[src/hw/rtl/tfm_pkg.sv]
package tfm_pkg;

  localparam int TEMP_W         = 16;
  localparam int DET_FIELDS     = 4;
  localparam int DET_COUNT_DEF  = 4;
  localparam int EXT_W          = 18;
  localparam int CFG_IDX_W      = 3;

  localparam int IN_TDATA_W     = TEMP_W * (DET_FIELDS + 1);
  localparam int IN_TUSER_W     = 1;
  localparam int OUT_TDATA_W    = 2 * TEMP_W;
  localparam int OUT_TUSER_W    = 5;

  localparam logic signed [TEMP_W-1:0] INVALID_TEMP = -16'sd10000;
  localparam logic signed [EXT_W-1:0]  RANGE_LO     = -18'sd400;
  localparam logic signed [EXT_W-1:0]  RANGE_HI     = 18'sd1200;
  localparam logic signed [EXT_W-1:0]  MAX_SPREAD   = 18'sd50;
  localparam logic signed [EXT_W-1:0]  HYST         = 18'sd20;

  localparam logic signed [TEMP_W-1:0] NONE_MAX     = -16'sd401;
  localparam logic signed [TEMP_W-1:0] NONE_MIN     = 16'sd1201;

  localparam logic [CFG_IDX_W-1:0] CFG_L3_SET  = 3'd0;
  localparam logic [CFG_IDX_W-1:0] CFG_L3_HEAL = 3'd1;
  localparam logic [CFG_IDX_W-1:0] CFG_L2_SET  = 3'd2;
  localparam logic [CFG_IDX_W-1:0] CFG_L2_HEAL = 3'd3;
  localparam logic [CFG_IDX_W-1:0] CFG_L1_SET  = 3'd4;
  localparam logic [CFG_IDX_W-1:0] CFG_L1_HEAL = 3'd5;

  localparam logic signed [TEMP_W-1:0] L3_SET_RST  = 16'sd1000;
  localparam logic signed [TEMP_W-1:0] L3_HEAL_RST = 16'sd950;
  localparam logic signed [TEMP_W-1:0] L2_SET_RST  = 16'sd900;
  localparam logic signed [TEMP_W-1:0] L2_HEAL_RST = 16'sd850;
  localparam logic signed [TEMP_W-1:0] L1_SET_RST  = 16'sd800;
  localparam logic signed [TEMP_W-1:0] L1_HEAL_RST = 16'sd750;

  typedef struct packed {
    logic signed [TEMP_W-1:0] l3_set;
    logic signed [TEMP_W-1:0] l3_heal;
    logic signed [TEMP_W-1:0] l2_set;
    logic signed [TEMP_W-1:0] l2_heal;
    logic signed [TEMP_W-1:0] l1_set;
    logic signed [TEMP_W-1:0] l1_heal;
  } tfm_thresh_t;

  typedef struct packed {
    logic level1;
    logic level2;
    logic level3;
    logic inhibit;
  } tfm_levels_t;

endpackage

[src/hw/rtl/tfm_cfg_regs.sv]
module tfm_cfg_regs (
  input  logic                            clk,
  input  logic                            rst_n,
  input  logic                            cfg_we,
  input  logic [tfm_pkg::CFG_IDX_W-1:0]   cfg_index,
  input  logic [tfm_pkg::TEMP_W-1:0]      cfg_wdata,
  output tfm_pkg::tfm_thresh_t            thresh
);
  import tfm_pkg::*;

  tfm_thresh_t thresh_r;
  tfm_thresh_t thresh_nxt;

  always_comb begin
    thresh_nxt = thresh_r;
    if (cfg_we) begin
      unique case (cfg_index)
        CFG_L3_SET:  thresh_nxt.l3_set  = cfg_wdata;
        CFG_L3_HEAL: thresh_nxt.l3_heal = cfg_wdata;
        CFG_L2_SET:  thresh_nxt.l2_set  = cfg_wdata;
        CFG_L2_HEAL: thresh_nxt.l2_heal = cfg_wdata;
        CFG_L1_SET:  thresh_nxt.l1_set  = cfg_wdata;
        CFG_L1_HEAL: thresh_nxt.l1_heal = cfg_wdata;
        default:     thresh_nxt = thresh_r;
      endcase
    end
  end

  always_ff @(posedge clk) begin
    if (!rst_n) begin
      thresh_r.l3_set  <= L3_SET_RST;
      thresh_r.l3_heal <= L3_HEAL_RST;
      thresh_r.l2_set  <= L2_SET_RST;
      thresh_r.l2_heal <= L2_HEAL_RST;
      thresh_r.l1_set  <= L1_SET_RST;
      thresh_r.l1_heal <= L1_HEAL_RST;
    end else begin
      thresh_r <= thresh_nxt;
    end
  end

  assign thresh = thresh_r;

endmodule

[src/hw/rtl/tfm_det_eval.sv]
module tfm_det_eval #(
  parameter int DETECTOR_COUNT = tfm_pkg::DET_COUNT_DEF
) (
  input  logic                              clk,
  input  logic                              rst_n,
  input  logic                              adv,
  input  logic signed [tfm_pkg::TEMP_W-1:0] det_temp [tfm_pkg::DET_FIELDS],
  output logic                              det_fault,
  output logic signed [tfm_pkg::TEMP_W-1:0] det_max,
  output logic signed [tfm_pkg::TEMP_W-1:0] det_min
);
  import tfm_pkg::*;

  // out-of-range counts are clamped to the fields present
  localparam int DET_USED = (DETECTOR_COUNT > DET_FIELDS) ? DET_FIELDS :
                            ((DETECTOR_COUNT < 1) ? 1 : DETECTOR_COUNT);

  logic                     det_fault_r;
  logic                     det_fault_nxt;
  logic signed [TEMP_W-1:0] hi;
  logic signed [TEMP_W-1:0] lo;
  logic signed [EXT_W-1:0]  hi_x;
  logic signed [EXT_W-1:0]  lo_x;
  logic signed [EXT_W-1:0]  spread;
  logic signed [EXT_W-1:0]  h;

  always_comb begin
    hi = NONE_MAX;
    lo = NONE_MIN;
    for (int i = 0; i < DET_USED; i++) begin
      if (det_temp[i] != INVALID_TEMP) begin
        if (det_temp[i] > hi) hi = det_temp[i];
        if (det_temp[i] < lo) lo = det_temp[i];
      end
    end
  end

  assign hi_x   = EXT_W'(hi);
  assign lo_x   = EXT_W'(lo);
  assign spread = hi_x - lo_x;
  assign h      = det_fault_r ? HYST : '0;

  always_comb begin
    priority if (hi_x > RANGE_HI - h || lo_x < RANGE_LO + h || spread > MAX_SPREAD - h) begin
      det_fault_nxt = 1'b1;
    end else if (hi_x >= lo_x) begin
      det_fault_nxt = 1'b0;
    end else begin
      det_fault_nxt = det_fault_r;
    end
  end

  always_ff @(posedge clk) begin
    if (!rst_n) begin
      det_fault_r <= 1'b0;
    end else if (adv) begin
      det_fault_r <= det_fault_nxt;
    end
  end

  assign det_fault = det_fault_nxt;
  assign det_max   = hi;
  assign det_min   = lo;

endmodule

[src/hw/rtl/tfm_laser_levels.sv]
module tfm_laser_levels (
  input  logic                              clk,
  input  logic                              rst_n,
  input  logic                              adv,
  input  logic signed [tfm_pkg::TEMP_W-1:0] laser_temp,
  input  logic                              warmed_up,
  input  tfm_pkg::tfm_thresh_t              thresh,
  output tfm_pkg::tfm_levels_t              levels
);
  import tfm_pkg::*;

  tfm_levels_t levels_r;
  tfm_levels_t levels_nxt;

  always_comb begin
    levels_nxt = levels_r;
    if (warmed_up) begin
      priority if (laser_temp > thresh.l3_set) begin
        levels_nxt.level3  = 1'b1;
        levels_nxt.inhibit = 1'b1;
      end else if (laser_temp <= thresh.l3_heal) begin
        levels_nxt.level3  = 1'b0;
        levels_nxt.inhibit = 1'b0;
      end else begin
        levels_nxt.level3  = levels_r.level3;
        levels_nxt.inhibit = levels_r.inhibit;
      end
      priority if (laser_temp > thresh.l2_set) begin
        levels_nxt.level2 = 1'b1;
      end else if (laser_temp <= thresh.l2_heal) begin
        levels_nxt.level2 = 1'b0;
      end else begin
        levels_nxt.level2 = levels_r.level2;
      end
      priority if (laser_temp > thresh.l1_set) begin
        levels_nxt.level1 = 1'b1;
      end else if (laser_temp <= thresh.l1_heal) begin
        levels_nxt.level1 = 1'b0;
      end else begin
        levels_nxt.level1 = levels_r.level1;
      end
    end
  end

  always_ff @(posedge clk) begin
    if (!rst_n) begin
      levels_r <= '0;
    end else if (adv) begin
      levels_r <= levels_nxt;
    end
  end

  assign levels = levels_nxt;

endmodule

[src/hw/rtl/temperature_fault_monitor_core.sv]
// An accepted transaction goes to the input register, then to the result register (out_tvalid).
// Throughput: one transaction per cycle unless out_tready stalls; evaluation is a single pass
// of comparators between the input and result registers, both of which hold while stalled.
// Reset (rst_n low, synchronous): all fault and overheat flags cleared, both stages
// emptied, thresholds back to their defaults.
module temperature_fault_monitor_core #(
  parameter int DETECTOR_COUNT = tfm_pkg::DET_COUNT_DEF
) (
  input  logic                             clk,
  input  logic                             rst_n,
  input  logic                             in_tvalid,
  output logic                             in_tready,
  // laser_temp, det_temp_a, det_temp_b, det_temp_c, det_temp_d
  input  logic [tfm_pkg::IN_TDATA_W-1:0]   in_tdata,
  // warmed_up
  input  logic [tfm_pkg::IN_TUSER_W-1:0]   in_tuser,
  output logic                             out_tvalid,
  input  logic                             out_tready,
  // det_max, det_min
  output logic [tfm_pkg::OUT_TDATA_W-1:0]  out_tdata,
  // det_fault, overheat_one, overheat_two, overheat_three, high_inhibit
  output logic [tfm_pkg::OUT_TUSER_W-1:0]  out_tuser,
  input  logic                             cfg_we,
  input  logic [tfm_pkg::CFG_IDX_W-1:0]    cfg_index,
  input  logic [tfm_pkg::TEMP_W-1:0]       cfg_wdata
);
  import tfm_pkg::*;

  logic                     s1_valid_r;
  logic [IN_TDATA_W-1:0]    s1_data_r;
  logic [IN_TUSER_W-1:0]    s1_user_r;
  logic                     out_valid_r;
  logic [OUT_TDATA_W-1:0]   out_data_r;
  logic [OUT_TUSER_W-1:0]   out_user_r;

  logic                     adv;
  logic                     in_fire;
  logic signed [TEMP_W-1:0] laser_temp;
  logic signed [TEMP_W-1:0] det_temp [DET_FIELDS];
  logic                     det_fault;
  logic signed [TEMP_W-1:0] det_max;
  logic signed [TEMP_W-1:0] det_min;
  tfm_thresh_t              thresh;
  tfm_levels_t              levels;

  assign adv       = s1_valid_r && (!out_valid_r || out_tready);
  assign in_tready = !s1_valid_r || adv;
  assign in_fire   = in_tvalid && in_tready;

  always_ff @(posedge clk) begin
    if (!rst_n) begin
      s1_valid_r <= 1'b0;
    end else if (in_tready) begin
      s1_valid_r <= in_tvalid;
    end
  end

  always_ff @(posedge clk) begin
    if (in_fire) begin
      s1_data_r <= in_tdata;
      s1_user_r <= in_tuser;
    end
  end

  assign laser_temp = s1_data_r[TEMP_W-1:0];
  for (genvar g = 0; g < DET_FIELDS; g++) begin : g_det
    assign det_temp[g] = s1_data_r[TEMP_W*(g+2)-1 -: TEMP_W];
  end

  tfm_cfg_regs u_cfg (
    .clk       (clk),
    .rst_n     (rst_n),
    .cfg_we    (cfg_we),
    .cfg_index (cfg_index),
    .cfg_wdata (cfg_wdata),
    .thresh    (thresh)
  );

  tfm_det_eval #(
    .DETECTOR_COUNT (DETECTOR_COUNT)
  ) u_det (
    .clk       (clk),
    .rst_n     (rst_n),
    .adv       (adv),
    .det_temp  (det_temp),
    .det_fault (det_fault),
    .det_max   (det_max),
    .det_min   (det_min)
  );

  tfm_laser_levels u_laser (
    .clk        (clk),
    .rst_n      (rst_n),
    .adv        (adv),
    .laser_temp (laser_temp),
    .warmed_up  (s1_user_r[0]),
    .thresh     (thresh),
    .levels     (levels)
  );

  always_ff @(posedge clk) begin
    if (!rst_n) begin
      out_valid_r <= 1'b0;
    end else if (!out_valid_r || out_tready) begin
      out_valid_r <= s1_valid_r;
    end
  end

  always_ff @(posedge clk) begin
    if (adv) begin
      out_data_r <= {det_min, det_max};
      out_user_r <= {levels.inhibit, levels.level3, levels.level2, levels.level1, det_fault};
    end
  end

  assign out_tvalid = out_valid_r;
  assign out_tdata  = out_data_r;
  assign out_tuser  = out_user_r;

endmodule

[config.mk]
export PLATFORM = sky130hd
export DESIGN_NAME = temperature_fault_monitor_core
export DESIGN_NICKNAME = d
export VERILOG_FILES = /design/src/hw/rtl/tfm_pkg.sv /design/src/hw/rtl/tfm_cfg_regs.sv /design/src/hw/rtl/tfm_det_eval.sv /design/src/hw/rtl/tfm_laser_levels.sv /design/src/hw/rtl/temperature_fault_monitor_core.sv
export SDC_FILE = /design/constraint.sdc
export NUM_CORES = 1
export LEC_CHECK = 0
export ABC_AREA = 0
export BUFFER_PORTS_ARGS = -buffer_cell sky130_fd_sc_hd__buf_2
export CAP_MARGIN = 20
export CORE_AREA = 2 2 187 189
export DETAILED_ROUTE_END_ITERATION = 12
export DIE_AREA = 0 0 189 191
export GPL_TIMING_DRIVEN = 1
export PLACE_DENSITY_LB_ADDON = 0.25
export SLEW_MARGIN = 10
export SYNTH_ARGS = -nofsm -noshare
export SYNTH_HDL_FRONTEND = slang
export SYNTH_SLANG_ARGS = --single-unit
[constraint.sdc]
create_clock -name clk -period 12.37 [get_ports clk]
set_input_delay 2.474 -clock clk [delete_from_list [all_inputs] [get_ports clk]]
set_output_delay 2.474 -clock clk [all_outputs]
set_load 0.01 [all_outputs]
==> metrics.yaml, run 1 <==
placement:
  place_congestion: 0.937
  post-place-ws_ns: 0.207
  hpwl_um: 33300
  port_buffers: 143
clock_network:
  clock-root-buffer: "clkbuf_16"
  clock_latency_ns: 0.57
  cts_tree: "done"
  htree_levels: 1
  cts.clk_slew.worst_paths_ns: 0.06
  cts.sinks: 221
  cts_buffer_depth: 3
  numCtsBuffers: 26
yosys:
  synth_cells: 1687
  ys_types: 80
  yosysWarnings: 0
  async_flop_share_pct: 0
  syn_nets: 2005
  ys.flop_type: "edfxtp_1"
  synth-seq-cells: 221
  ys_seq_area_share_pct: 36.8
  syn_area_sq_um: 15200
  avgSynthCellArea_sq_um: 9.03
  synth_edf_count: 118
worst_hold_path:
  hp-class: "reg2reg"
  hold_start: "u_cfg.thresh[35]"
worst_setup_path:
  startpoint: "s1_data_r[19]"
  r2r_slack_ns: 0.80
  slowest_stage: "or4_4"
  r2r-end: "out_tuser[0]"
  crit_path_max_incr_delay_ns: 0.56
  reg2reg_depth: 52
  arrival_ns: 11.86
  r2r_start: "s1_data_r[19]"
  critPathCaptureType: "flip-flop"
  crit_required_ns: 12.66
  crit_path_start_kind: "flip-flop"
  endpoint: "out_tuser[0]"
  cp_max_fo: 13
  timing_worst_setup_path_type: "reg2reg"
sta:
  slew_headroom_pct: 32.6
  max_freq_mhz: 86.4
  drv_slew: 0
  setup_slack_ns: 0.799
  skew_ns: 0.0223
  finalCriticalPeriod_ns: 11.57
  hold_viol_final: 0
  worstMarginPinSlew_ns: 1.01
  hold_ws_ns: 0.465
  setup_viol: 0
  period_share_pct: 93.5
  fin_tns_setup_ns: 0
power_and_ir_drop:
  finalPower_mw: 2.95
  power_leakage_nw: 7.76
  peakVddDrop_mv: 0.118
  powerDensity_nw_per_um2: 166
layout:
  syn2layout_area_growth_pct: 16.4
  fillers: 3215
  fin_nets: 2176
  multi_input_area_sq_um: 8850
  mostFrequentLayoutCells: "nand2_1, ha_1, inv_1"
  drive_gt1_share_pct: 15.1
  final_common_cell: "nand2_1"
  seq_area_sq_um: 5610
detailed_routing:
  drc: 0
  drtIter0Drc: 912
  wl_per_cell_um: 18.7
  vias_per_cell: 5.54
  vias: 12900
  routed_wl_um: 43600
  ant_nets: 0
  firstDrtPassIters: 5
floorplanning:
  start_util_pct: 44.6
  fp.coreArea_sq_um: 34100
  dieWidth_um: 189
  dieArea_sq_um: 36100
  die_h_um: 191
  rows: 68
  ios: 144
status:
  status: "completed"
global_route:
  gr-total-overflow: 0
  grt_pass1_wl_um: 68400
  grt_usage_pct: 24.1
  antenna_found_initial: 3
  grt_max_degree: 104
  grt_pass1_vias: 12600
job:
  max-cap-violations: 0
[where the power goes]
group / internal, mW / switching [mW] / total [mW]
combinational: 0.529 / 0.763 / 1.29
sequential: 0.835 / 0.0386 / 0.874
clock: 0.464 / 0.317 / 0.781
total: 1.83 / 1.12 / 2.95
[what timing repair did]
item | in CTS | in global routing
hold buffers | 0 | 0
setup buffers | 0 | 12
resized for setup | 0 | 23
endpoints found under the setup margin | 0 | 2
[cells in the mapped netlist (all sizes together), types with 6 or more instances]
cell type    n  area (sq um)
nand2b      31           194
a31oi        7          43.8
a211oi       8          65.1
o21a        10          75.1
nor2b       28           175
nor4         7          43.8
a21o        52           390
and4         7          61.3
nand3       36           185
nand2      216           811
ha         212          2650
nor2       101           379
and3         7          43.8
inv        198           743
dfxtp      103          2060
edfxtp     118          3540
nor3        26           130
o31ai        9          72.6
a21oi      102           510
o21ai       58           290
xnor2        9          78.8
nand4       47           294
mux2i       27           270
nor4b        7          67.6
clkbuf      39           146
a21boi      66           495
o211ai      39           293
mux2        20           233
a2111oi      6          71.3
[registers in the layout, summed over array words and instances, names as in the netlist]
name,cells
out_tdata,32
u_laser.levels_r,4
out_tuser,5
s1_user_r,1
s1_valid_r,1
out_tvalid,1
u_det.det_fault_r,1
s1_data_r,80
u_cfg.thresh,96
[worst min path at each step]
| stage | slack, ns | endpoint | depth (start not counted) |
|---|---|---|---|
| after floorplan | 0.44 | u_cfg.thresh[10] | 2 |
| after global placement | 0.45 | u_cfg.thresh[31] | 2 |
| after detailed placement | 0.46 | u_cfg.thresh[95] | 2 |
| after CTS | 0.47 | u_cfg.thresh[95] | 2 |
| after global routing | 0.48 | u_cfg.thresh[47] | 2 |
| final | 0.47 | u_cfg.thresh[35] | 2 |
[cells by family after synthesis]
family          after synthesis  synth area share, %
compound gates              417                 18.9
xor+xnor                      9                0.518
fa+ha+maj                   213                 17.6
buf+inv                     242                 5.98
flops                       221                 36.8
mux                          47                 3.30
simple gates                538                 17.0
[metal layers]
layer | wire (um) | global-route usage (%) | up-vias | share of wire, %
li1 | - | - | 6430 | -
met1 | 19000 | 30.7 | 5997 | 43
met3 | 2360 | 3.14 | 90 | 5.4
met5 | 0 | 0 | - | 0
met4 | 1600 | 8.98 | 0 | 3.7
met2 | 20700 | 41.7 | 424 | 47
[metrics by stage]
stage	instances	utilization [%]	instance area, sq um
4_1_cts	2320	51.3	17500
3_5_place_dp	2272	48.7	16600
2_1_floorplan	1687	-	15200
3_3_place_gp	2272	48.7	16600
5_1_grt	2335	51.9	17700
6_report	2336	51.9	17700
[area by class of cell]
| class | count | share of cell area (%) |
|---|---|---|
| antenna | 3 | 0.0424 |
| clock buffer | 41 | 4.50 |
| clock inverter | 7 | 0.487 |
| inverter | 198 | 4.19 |
| multi-input combinational | 1225 | 50.0 |
| sequential | 221 | 31.6 |
| tap | 455 | 3.21 |
| timing repair buffer | 186 | 5.95 |
[critical path, delay by kind of cell (launching register included)]
family          cells  cell delay, ns
fa+ha+maj           5            1.49
compound gates     20            4.21
flops               1            0.45
buf+inv             7            0.97
simple gates       18            3.33
mux                 2            0.85
(Power assumes the default switching activity.)
==> run 2: changes to the inputs <==
ABC_AREA = 1   (was 0)
CORE_AREA = 2 2 185 187   (was 2 2 187 189)
DIE_AREA = 0 0 187 189   (was 0 0 189 191)
==> metrics.yaml, run 2 <==
floorplanning:
  ios: 144  # unchanged
  start_util_pct: 44.4  # -0.19 points
  die_h_um: 189  # -1.0%
  dieArea_sq_um: 35300  # -2.1%
  rows: 67  # -1.5%
  dieWidth_um: 187  # -1.1%
  fp.coreArea_sq_um: 33300  # -2.5%
worst_setup_path:
  timing_worst_setup_path_type: "reg2reg"
  crit_path_start_kind: "flip-flop"
  critical_path_buf_inv_count: 5  # -2
  crit_path_max_incr_delay_ns: 0.57  # about the same
  cp.depth: 57  # +9.6%
  slowest_stage: "a2111oi_0"
  cp_max_fo: 26  # +13
  r2r_start: "s1_data_r[17]"
  startpoint: "s1_data_r[17]"
  path_common_cell: "nand2_1"
  crit_required_ns: 12.68  # +0.02 ns
  endpoint: "out_tuser[0]"
  arrival_ns: 10.71  # -1.15 ns
  critPathCaptureType: "flip-flop"
  reg2reg_depth: 57  # +9.6%
  crit_family: "simple AND/OR/NAND/NOR gates"
  r2r_slack_ns: 1.97  # +1.17 ns
  r2r-end: "out_tuser[0]"
layout:
  multi_input_area_sq_um: 7980  # -9.9%
  fillers: 3208  # -0.22%
  seq_area_sq_um: 5610  # unchanged
  fin_util_pct: 50.2  # -1.7 points
  n_antenna_cell: 0  # -3
  largest_reg_flops: 96  # unchanged
  design_area_sq_um: 16700  # -5.6%
  mostFrequentLayoutCells: "nand2_1, inv_1, ha_1"
  final_common_cell: "nand2_1"
  drive_gt1_share_pct: 12.4  # -2.6 points
  syn2layout_area_growth_pct: 13.1
  fin_nets: 2279  # +4.7%
sta:
  skew_ns: 0.00926  # -0.0131 ns
  slew_headroom_pct: 31.8  # -0.81 points
  worstMarginPinSlew_ns: 1.02  # +0.00941 ns
  max_freq_mhz: 96.2  # +11%
  period_share_pct: 84.1  # -9.5 points
  drv_slew: 0  # unchanged
  hold_viol_final: 0  # unchanged
  finalCriticalPeriod_ns: 10.40  # -1.17 ns
  rsz0062_at_grt: "false"
  fin_tns_setup_ns: 0  # unchanged
  setup_viol: 0  # unchanged
detailed_routing:
  vias: 12800  # -0.90%
  vias_per_cell: 5.28  # -4.7%
  routed_wl_um: 40400  # -7.4%
  ant_nets: 0  # unchanged
  drc: 0  # unchanged
  firstDrtPassIters: 6  # +1
  drtIter0Drc: 1049  # +15%
  wl_per_cell_um: 16.6  # -11%
power_and_ir_drop:
  finalPower_mw: 3.13  # +6.1%
  power_leakage_nw: 7.76  # about the same
  powerDensity_nw_per_um2: 187  # +12%
  peakVddDrop_mv: 0.101  # -15%
yosys:
  async_flop_share_pct: 0  # unchanged
  ys.flop_type: "edfxtp_1"
  syn_area_sq_um: 14800  # -2.9%
  synth_most_common_cell: "nand2_1"
  synth_area_leaders: "edfxtp_1, ha_1, dfxtp_1"
  avgSynthCellArea_sq_um: 8.12  # -10%
  synth-seq-cells: 221  # unchanged
  ys_types: 56  # -30%
  synth_commonest_cells: "nand2_1, inv_1, ha_1"
  syn_nets: 2140  # +6.7%
  synth_edf_count: 118  # unchanged
  synth_cells: 1822  # +8.0%
  ys_seq_area_share_pct: 37.9  # +1.1 points
  yosysWarnings: 0  # unchanged
  yosysTopAreaCellShare_pct: 24.0  # +0.69 points
  yosys.area.top_type: "edfxtp_1"
placement:
  port_buffers: 143  # unchanged
  place_area_sq_um: 15900  # -4.1%
  place_congestion: 0.967  # +3.2%
  hpwl_um: 31500  # -5.3%
job:
  max-cap-violations: 0  # unchanged
global_route:
  grt_max_degree: 98  # -5.8%
  grt_usage_pct: 22.6  # -1.5 points
  grt_pass1_wl_um: 64000  # -6.4%
  antenna_found_initial: 0  # -3
  gr-total-overflow: 0  # unchanged
  grt_pass1_vias: 11900  # -4.9%
clock_network:
  cts_resized: 0  # unchanged
  clock_latency_ns: 0.56  # about the same
  htree_levels: 1  # unchanged
  cts_buffer_depth: 3  # unchanged
  clock-root-buffer: "clkbuf_16"
  numCtsBuffers: 26  # unchanged
  cts.sinks: 221  # unchanged
  postCtsSetupRepairBufs: 0  # unchanged
  ctsHoldBuffers: 0  # unchanged
  cts_tree: "done"
  cts.clk_slew.worst_paths_ns: 0.06  # about the same
status:
  status: "completed"
worst_hold_path:
  hold_start: "u_cfg.thresh[15]"
  hp-class: "reg2reg"
==> run 2: cell types whose count changed in the layout (fill, tap and decap cells not counted), moves of 27 or more <==
cell / change
inv_1: +61
a21o_1: -48
nor2_1: +48
a21oi_1: +52
nand2_1: +130
o21ai_0: +88
buf_4: -34
nand2b_1: -31
a21boi_0: -66
nor2b_1: -27
==> run 2: final cells by class <==
cell class | count | area share (%)
clock buffer | 35 | 4.15
clock inverter | 12 | 0.569
inverter | 272 | 6.11
multi-input combinational | 1290 | 47.7
sequential | 221 | 33.5
tap | 448 | 3.35
timing repair buffer | 150 | 4.59
==> run 2: power breakdown <==
group / switching, mW / leakage, nW / internal, mW / total, mW
clock network: 0.307 / 0.378 / 0.413 / 0.720
registers: 0.0374 / 1.98 / 0.851 / 0.888
logic: 1.01 / 5.41 / 0.511 / 1.52
total: 1.35 / 7.76 / 1.77 / 3.13
==> run 2: cells by family after synthesis <==
family          Yosys count  synth area share [%]
compound gates          404                  15.5
xor+xnor                  4                 0.237
fa+ha+maj               213                  18.1
buf+inv                 311                  8.15
flops                   221                  37.9
mux                       1                0.0677
simple gates            668                  20.0
==> run 2: worst min-delay path by stage <==
stage	to	slack [ns]	cells after the start
6_report	u_cfg.thresh[15]	0.46	2
5_1_grt	u_cfg.thresh[34]	0.48	2
4_1_cts	u_cfg.thresh[8]	0.46	2
3_5_place_dp	u_cfg.thresh[8]	0.45	2
3_3_place_gp	u_cfg.thresh[29]	0.45	2
2_1_floorplan	u_cfg.thresh[10]	0.43	2
==> run 2: metal layers <==
layer | wire (um) | GRT usage (%) | up-vias
li1 | - | - | 6535
met1 | 19900 | 32.6 | 5831
met2 | 17300 | 35.2 | 386
met3 | 2090 | 2.72 | 73
met4 | 1110 | 7.33 | 0
met5 | 0 | 0 | -
==> run 2: per-stage QoR <==
stage               cells  hold slack (ns)  worst slack (ns)
finish               2428            0.456              1.97
global route         2428            0.483              1.02
CTS                  2428            0.459              2.03
detailed placement   2381            0.451              2.06
global placement     2381            0.445              2.08
floorplan            1822            0.433              3.64
==> run 2: tightest hold or removal path, cell delays in order (launching register included) <==
cell and delay [ns]:
dfxtp_1 0.30, inv_1 0.06, a21oi_1 0.05
